File: src/ght_pkg.sv
// Shared types and constants for the generational handle table.
// Holds the command record that travels from the front part to the back part.
// No dependencies.
package ght_pkg;

	localparam int SLOTS  = 256;
	localparam int IDX_W  = $clog2(SLOTS);
	localparam int CNT_W  = IDX_W + 1;
	localparam int GEN_W  = 32;
	localparam int PAY_W  = 32;
	localparam int HAND_W = 32;
	localparam int OP_W   = 2;
	localparam int STAT_W = 3;
	localparam int KIND_W = 2;

	localparam logic [OP_W-1:0] OP_ACQUIRE = 2'd0;
	localparam logic [OP_W-1:0] OP_LOOKUP  = 2'd1;
	localparam logic [OP_W-1:0] OP_RELEASE = 2'd2;

	localparam logic [KIND_W-1:0] K_ACQ  = 2'd0;
	localparam logic [KIND_W-1:0] K_LOOK = 2'd1;
	localparam logic [KIND_W-1:0] K_REL  = 2'd2;

	localparam logic [STAT_W-1:0] ST_OK    = 3'd0;
	localparam logic [STAT_W-1:0] ST_NONE  = 3'd1;
	localparam logic [STAT_W-1:0] ST_RANGE = 3'd2;
	localparam logic [STAT_W-1:0] ST_STALE = 3'd3;
	localparam logic [STAT_W-1:0] ST_FULL  = 3'd4;

	typedef struct packed {
		logic [KIND_W-1:0] kind;
		logic              none_h;
		logic              idx_hi;
		logic [IDX_W-1:0]  idx;
		logic [GEN_W-1:0]  gen;
		logic [PAY_W-1:0]  payload;
	} cmd_t;

endpackage

File: src/ght_front.sv
// Front part of the generational handle table: accepts requests and classifies them.
// Depends on ght_pkg.
module ght_front (
	input  logic                      start,
	input  logic                      full,
	input  logic [ght_pkg::OP_W-1:0]   opcode,
	input  logic [ght_pkg::PAY_W-1:0]  payload_in,
	input  logic [ght_pkg::HAND_W-1:0] slot_index_in,
	input  logic [ght_pkg::GEN_W-1:0]  generation_in,
	output logic                      push,
	output ght_pkg::cmd_t              cmd
);

	always_comb begin
		unique case (opcode)
			ght_pkg::OP_ACQUIRE: cmd.kind = ght_pkg::K_ACQ;
			ght_pkg::OP_RELEASE: cmd.kind = ght_pkg::K_REL;
			default:             cmd.kind = ght_pkg::K_LOOK;
		endcase
		cmd.none_h  = (slot_index_in == '0) && (generation_in == '0);
		cmd.idx_hi  = |slot_index_in[ght_pkg::HAND_W-1:ght_pkg::IDX_W];
		cmd.idx     = slot_index_in[ght_pkg::IDX_W-1:0];
		cmd.gen     = generation_in;
		cmd.payload = payload_in;
	end

	assign push = start & ~full;

endmodule

File: config.mk
export PLATFORM = sky130hd
export DESIGN_NAME = ght_front
export DESIGN_NICKNAME = d
export VERILOG_FILES = /design/src/ght_pkg.sv /design/src/ght_front.sv
export SDC_FILE = /design/constraint.sdc
export NUM_CORES = 1
export LEC_CHECK = 0
export BUFFER_PORTS_ARGS = -buffer_cell sky130_fd_sc_hd__buf_2
export CAP_MARGIN = 30
export CORE_AREA = 2 2 68 70
export DETAILED_ROUTE_END_ITERATION = 10
export DIE_AREA = 0 0 70 72
export PLACE_DENSITY = 0.67
export SLEW_MARGIN = 0
export SYNTH_ARGS = -nofsm -noshare
export SYNTH_HDL_FRONTEND = slang
export SYNTH_SLANG_ARGS = --single-unit
File: constraint.sdc
create_clock -name vclk -period 0.8
set_input_delay 0.12 -clock vclk [all_inputs]
set_output_delay 0.12 -clock vclk [all_outputs]
set_load 0.1 [all_outputs]
==> flow_summary.ini <==
[global_route]
grtUsageTotal = 0.100
grt_max_degree = 3
grt_pass1_wl_um = 4230
antenna_found_initial = 0
grt_overflow = 0
grt_pass1_vias = 960

[synth]
synth.avg_cell_area_um2 = 7.49
synth_warnings = 0
yosys-top-cells-area = buf_4, nor4_1, nor4_2, nand4_1, nor2b_1
syn_nets = 197
syn_area_um2 = 727
synth_compound_area_frac = 0
yosysMostFrequentCell = buf_4
yosysUniqueCellTypes = 7
synthAdderAreaFrac = 0
yosys.area.top_type = buf_4
synth_common_cells = buf_4, nor4_1, nor4_2
synth_xor_area_frac = 0
synthMuxAreaShare = 0
yosysSeqAreaShare = 0
synth_top_family_by_area = buffers and inverters
syn_inst = 97
synth-simple-area-share = 0.251
synth_top_area_frac = 0.744

[placed_design]
io_buffers = 113
dp.cells = 227
place_ws_ns = -0.680
placed_cell_area_um2 = 1830
gp_congestion = 0.773
dp_hpwl_um = 2460

[critical_path]
worstPathRequired_ns = 0.68
endpoint_kind = output pin
arrival_ns = 1.28
cpPeakStageDelay_ns = 0.34
path_class = primary input to output pin
critical-path-slowest-cell = nor4_4
crit_path_start_kind = primary input
crit_fanout = 2
crit_chain = buf_2 -> nor4_2 -> nand4_1 -> nor4_4 -> buf_12

[clocking]
hold_buffers = 0

[floorplanning]
die_height_um = 72
die_area_um2 = 5040
die_w_um = 70
ios = 177
num_rows = 24
start_util = 0.170
design.core.area_um2 = 4260

[outcome]
outcome = finished with violations
violations = negative setup slack

[sta]
finalCritPeriodShare = 1.75
period_minus_slack_ns = 1.40
tns_ns = -1.05
worst_slack_ns = -0.599
hold_viol_final = 0
slew_violations = 0
whs_ns = 0.240
fmax_ghz = 0.715
finalSetupViolCount = 2
worst_pin_slew_ns = 0.260
relSlewSlack = 0.826
rsz0062_at_grt = yes

[power]
total_leakage_power_nw = 0.983
power.total_mw = 1.89
power_switching_mw = 1.13
power_frac_seq = 0
p_int_mw = 0.762
peakVddDrop_mv = 0.566
p_comb_frac = 1.000
clkPwrFrac = 0
sw_frac_of_total = 0.597
power_density_nw_per_um2 = 911

[final_layout]
num-fill-cells = 389
area_growth_pct = 185
drive_gt1_frac = 0.960
fin_cells = 229
seq_cell_count = 0
antenna-diode-count = 0
design_area_um2 = 2070
layout.nets = 279
nClkBuffers = 0
utilization = 0.486
seq_area_um2 = 0
multi_input_area_um2 = 357

[routing]
ant_nets = 0
drcViolationCount = 0
drt-initial-drc-count = 5
vias = 906
routedWlPerCell_um = 12.7
drt_wl_total_um = 2920
drt_pass1_iterations = 2
via_per_inst = 3.96

[flow_run]
cap_violations = 0

[worst_hold_path]
hold_path.class = primary input to output pin
==> critical path, delay by kind of cell <==
kind                   cells  cell delay (ns)
and+or+nand+nor            3             0.82
buffers and inverters      2             0.32
==> metal layers <==
metal	part of all wire	GRT usage	wire, um	up-vias
li1	-	-	-	424
met5	0	0	0	-
met1	0.27	0.0902	775	400
met2	0.60	0.205	1750	76
met3	0.13	0.0500	375	6
met4	0.0048	0.0107	14	0
==> cell usage in the layout (no fill, tap or decap) <==
cell	count
nor4_4	11
buf_6	16
buf_2	51
buf_12	45
buf_8	1
nor2b_4	2
buf_4	40
nand4_1	4
nor4_2	4
nand3b_1	1
nor4_1	2
==> cell type report <==
| class | instances | share of cell area |
|---|---|---|
| well taps | 52 | 0.0314 |
| repair buffers | 153 | 0.797 |
| multi-input cells | 24 | 0.172 |
==> power by group through the flow <==
| stage | clock network [mW] | logic [mW] | registers [mW] |
|---|---|---|---|
| floorplan | 0 | 1.79 | 0 |
| CTS | 0 | 1.87 | 0 |
| global route | 0 | 1.93 | 0 |
| detailed placement | 0 | 1.78 | 0 |
| global placement | 0 | 1.77 | 0 |
| finish | 0 | 1.89 | 0 |
==> worst paths after layout <==
check,start,endpoint,depth (start not counted),slack [ns]
max,slot_index_in[3],cmd[73],5,-0.60
min,payload_in[13],cmd[13],0,0.24
==> logic make-up after synthesis <==
family	Yosys count
AND/OR/NAND/NOR	24
buffers and inverters	73
==> timing repair <==
item / 4_1_cts / 5_1_grt
hold endpoints to repair: 0 / 0
buffers inserted: 1 / 1
resized for setup: 31 / 9
setup endpoints to repair: 2 / 2
pin swaps: 15 / 9
No activity file was read; power rests on OpenSTA's default activity.
