<file path="config.mk">
export PLATFORM = sky130hd
export DESIGN_NAME = ght_queue
export DESIGN_NICKNAME = d
export VERILOG_FILES = /design/src/ght_pkg.sv /design/src/ght_queue.sv
export SDC_FILE = /design/constraint.sdc
export NUM_CORES = 1
export LEC_CHECK = 0
export ABC_AREA = 1
export BUFFER_PORTS_ARGS = -buffer_cell sky130_fd_sc_hd__buf_2
export CORE_UTILIZATION = 52
export CTS_CLUSTER_DIAMETER = 60
export DETAILED_ROUTE_END_ITERATION = 10
export GPL_TIMING_DRIVEN = 0
export PLACE_DENSITY = 0.77
export SYNTH_ARGS = -nofsm -noshare
export SYNTH_HDL_FRONTEND = slang
export SYNTH_SLANG_ARGS = --single-unit
</file>
<file path="constraint.sdc">
create_clock -name clk -period 5 [get_ports clk]
set_input_delay 1 -clock clk [delete_from_list [all_inputs] [get_ports clk]]
set_output_delay 1 -clock clk [all_outputs]
set_load 0.02 [all_outputs]
</file>
<file path="src/ght_pkg.sv">
// Shared types and constants for the generational handle table.
// Holds the command record that travels from the front part to the back part.
// No dependencies.
package ght_pkg;

	localparam int SLOTS  = 256;
	localparam int IDX_W  = $clog2(SLOTS);
	localparam int CNT_W  = IDX_W + 1;
	localparam int GEN_W  = 32;
	localparam int PAY_W  = 32;
	localparam int HAND_W = 32;
	localparam int OP_W   = 2;
	localparam int STAT_W = 3;
	localparam int KIND_W = 2;

	localparam logic [OP_W-1:0] OP_ACQUIRE = 2'd0;
	localparam logic [OP_W-1:0] OP_LOOKUP  = 2'd1;
	localparam logic [OP_W-1:0] OP_RELEASE = 2'd2;

	localparam logic [KIND_W-1:0] K_ACQ  = 2'd0;
	localparam logic [KIND_W-1:0] K_LOOK = 2'd1;
	localparam logic [KIND_W-1:0] K_REL  = 2'd2;

	localparam logic [STAT_W-1:0] ST_OK    = 3'd0;
	localparam logic [STAT_W-1:0] ST_NONE  = 3'd1;
	localparam logic [STAT_W-1:0] ST_RANGE = 3'd2;
	localparam logic [STAT_W-1:0] ST_STALE = 3'd3;
	localparam logic [STAT_W-1:0] ST_FULL  = 3'd4;

	typedef struct packed {
		logic [KIND_W-1:0] kind;
		logic              none_h;
		logic              idx_hi;
		logic [IDX_W-1:0]  idx;
		logic [GEN_W-1:0]  gen;
		logic [PAY_W-1:0]  payload;
	} cmd_t;

endpackage

</file>
<file path="src/ght_queue.sv">
// Two-entry command queue between the front and back parts of the handle table.
// Depends on ght_pkg.
module ght_queue (
	input  logic          clk,
	input  logic          arst_n,
	input  logic          push,
	input  ght_pkg::cmd_t wdata,
	input  logic          pop,
	output ght_pkg::cmd_t head,
	output logic          not_empty,
	output logic          full
);

	ght_pkg::cmd_t entry_q [2];
	logic          wr_ptr_q;
	logic          rd_ptr_q;
	logic [1:0]    count_q;

	always_ff @(posedge clk or negedge arst_n) begin
		if (!arst_n) begin
			wr_ptr_q <= 1'b0;
			rd_ptr_q <= 1'b0;
			count_q  <= 2'd0;
		end else begin
			if (push) begin
				wr_ptr_q <= ~wr_ptr_q;
			end
			if (pop) begin
				rd_ptr_q <= ~rd_ptr_q;
			end
			if (push && !pop) begin
				count_q <= count_q + 2'd1;
			end else if (pop && !push) begin
				count_q <= count_q - 2'd1;
			end
		end
	end

	always_ff @(posedge clk) begin
		if (push) begin
			entry_q[wr_ptr_q] <= wdata;
		end
	end

	assign head      = entry_q[rd_ptr_q];
	assign not_empty = (count_q != 2'd0);
	assign full      = (count_q == 2'd2);

endmodule

</file>
==> impl_metrics.toml <==
[clock_tree]
htreeDepth = 4
post_cts_buffers = 0
clkTransAtPathRegs_ns = 0.06
clk_latency_ns = 0.52
cts_tree = "yes"
ctsLongestPathBuffers = 2
cts_sinks = 156
holdBufCountCts = 0
root_buffer = "clkbuf_8"
post_cts_resize_count = 0
cts_buffers = 17

[cells_and_area]
layout-drive-gt1-share = 0.615
fin_util = 0.686
area_growth_pct = 28.1
fill_cells = 746
multi_input_area_um2 = 1060
regArea_um2 = 4660
diodes = 0
layout.nets = 522

[die]
io-pin-count = 158
die_height_um = 108
coreArea_um2 = 10900
fp.dieW_um = 108
fp-row-count = 38
initial_utilization = 0.535
die_area_um2 = 11600

[placement]
place_congestion = 0.672
dpl.hpwl_um = 6320
portBuffers = 157

[global_routing]
grt_pass1_vias = 3056
grt_max_degree = 42
grt_overflow_total = 0
grt_pass1_wl_um = 14500
antenna_found_initial = 0
track_usage = 0.174

[critical_path]
startpoint_type = "flop"
setup.worst_path.class = "flop to primary output"
worstSetupEndpointType = "primary output"
worst-path-max-fanout = 10
arrival_ns = 1.81
required_ns = 4.00

[logic_synthesis]
synth_area_leaders = "edfxtp_1, mux2_2, mux2_4"
yosysWarnings = 0
synth_top_area_share = 0.783
synth-edff-count = 152
syn_nets = 343
synth_seq_cells = 156
syn_area_um2 = 5830
synth.most_common_cell = "edfxtp_1"
avgSynthCellArea_um2 = 22.2
async_flop_share = 0.0256
synthTopCellsByCount = "edfxtp_1, mux2_2, mux2_4"
syn_inst = 262
yosysUniqueCellTypes = 15
seq_area_frac_synth = 0.801
synth_ff_type = "edfxtp_1"
yosys.area.top_type = "edfxtp_1"

[sta]
rsz0062_at_grt = "no"
finalHoldViolCount = 0
final-max-slew-violation-count = 0
tightest_slew_ns = 0.534
finalSetupViolations = 0
period_minus_slack_ns = 2.81
clock_skew_ns = 0.00366
max_freq_mhz = 355
timing.slew.headroom = 0.643
timing.final.crit_share = 0.563
hold_slack_ns = 0.279

[power]
power_leakage_nw = 2.96
power_density_nw_per_um2 = 609
vdd.ir_drop.worst_v = 0.000386

[min_path]
hold_path.class = "input pin to asynchronous set/reset pin"

[route]
ant_nets = 0
vias = 2967
drc_errors = 0
drt_pre_antenna_iters = 4
wl_per_cell_um = 16.1
drt_iter0_markers = 89
drt-total-wl_um = 9570
viasPerCell = 4.99

[job]
drv_cap = 0

[status]
status = "complete, no violations"
final timing paths:
check / startpoint / to / slack, ns / cells after the start
worst max register to register: wr_ptr_q$_DFFE_PN0P_ / entry_q[1][52]$_DFFE_PP_ / 3.47 / 3
max in group asynchronous: arst_n / wr_ptr_q$_DFFE_PN0P_ / 4.60 / 1
worst min-delay path: arst_n / count_q[0]$_DFFE_PN0P_ / 0.28 / 1
min in group clk: count_q[1]$_DFFE_PN0P_ / count_q[1]$_DFFE_PN0P_ / 0.52 / 2
worst max-delay path: rd_ptr_q$_DFFE_PN0P_ / head[32] / 2.19 / 5
worst min register to register: count_q[1]$_DFFE_PN0P_ / count_q[1]$_DFFE_PN0P_ / 0.52 / 2
power by group:
group	switching (mW)	internal (mW)	total [mW]	leakage [nW]
Combinational	0.835	0.637	1.47	1.20
Clock	0.487	0.789	1.28	0.290
Sequential	0.0644	1.73	1.80	1.47
cell usage in the layout (no fill, tap or decap):
cell and count:
nor2_1 1, dfrtp_1 4, clkbuf_16 16, clkinv_2 2, buf_8 3, inv_6 1
buf_12 3, nand3_1 1, clkinvlp_4 3, xor2_1 2, mux2_2 46, bufinv_16 3
ha_1 1, inv_1 6, clkbuf_8 3, nand4_1 1, mux2_4 30, buf_6 2
inv_4 1, edfxtp_1 152, buf_2 161, clkinv_4 4, xnor2_1 1, nor2_4 1
nand2_1 6
cells by family (layout without fill, tap and decap cells):
kind of cell | count (synthesis) | in the layout | synth area share
XOR/XNOR | 3 | 3 | 0.00451
adder cells (fa/ha/maj) | 1 | 1 | 0.00215
buffers and inverters | 16 | 208 | 0.0195
flip-flops | 156 | 156 | 0.801
multiplexers | 76 | 76 | 0.166
AND/OR/NAND/NOR | 10 | 10 | 0.00709
routing by layer:
layer / share of wire / GRT usage
met5: 0 / 0
met4: 0.016 / 0.0890
met2: 0.53 / 0.292
met3: 0.075 / 0.0726
met1: 0.38 / 0.188
layout make-up:
class,count,share of cell area
clock buffer,19,0.0592
sequential,156,0.625
timing repair buffer,160,0.113
clock inverter,13,0.0223
buffer,9,0.0117
tap,140,0.0235
inverter,7,0.00385
multi-input combinational,90,0.141
per-stage QoR:
step                TNS (ns)  worst slack, ns  power [mW]  instances  instance area (um2)
floorplan                  0            0.263        2.88        262                 5830
global placement     -119.02            -1.57        3.29        559                 6790
detailed placement         0             2.72        3.32        562                 6860
CTS                        0             2.13        4.60        594                 7470
global route               0             2.08        4.74        594                 7470
finish                     0             2.19        4.55        594                 7470
worst max-delay path, cell delays in order, from the launching register on:
cell and delay [ns]:
dfrtp_1 0.36, buf_6 0.12, buf_6 0.17, buf_8 0.18
mux2_4 0.31, buf_2 0.16
state kept, by name, indices dropped and copies added (netlist names):
name,flops
count_q,2
entry_q,152
rd_ptr_q,1
wr_ptr_q,1
Power figures use the tool's default switching activity.
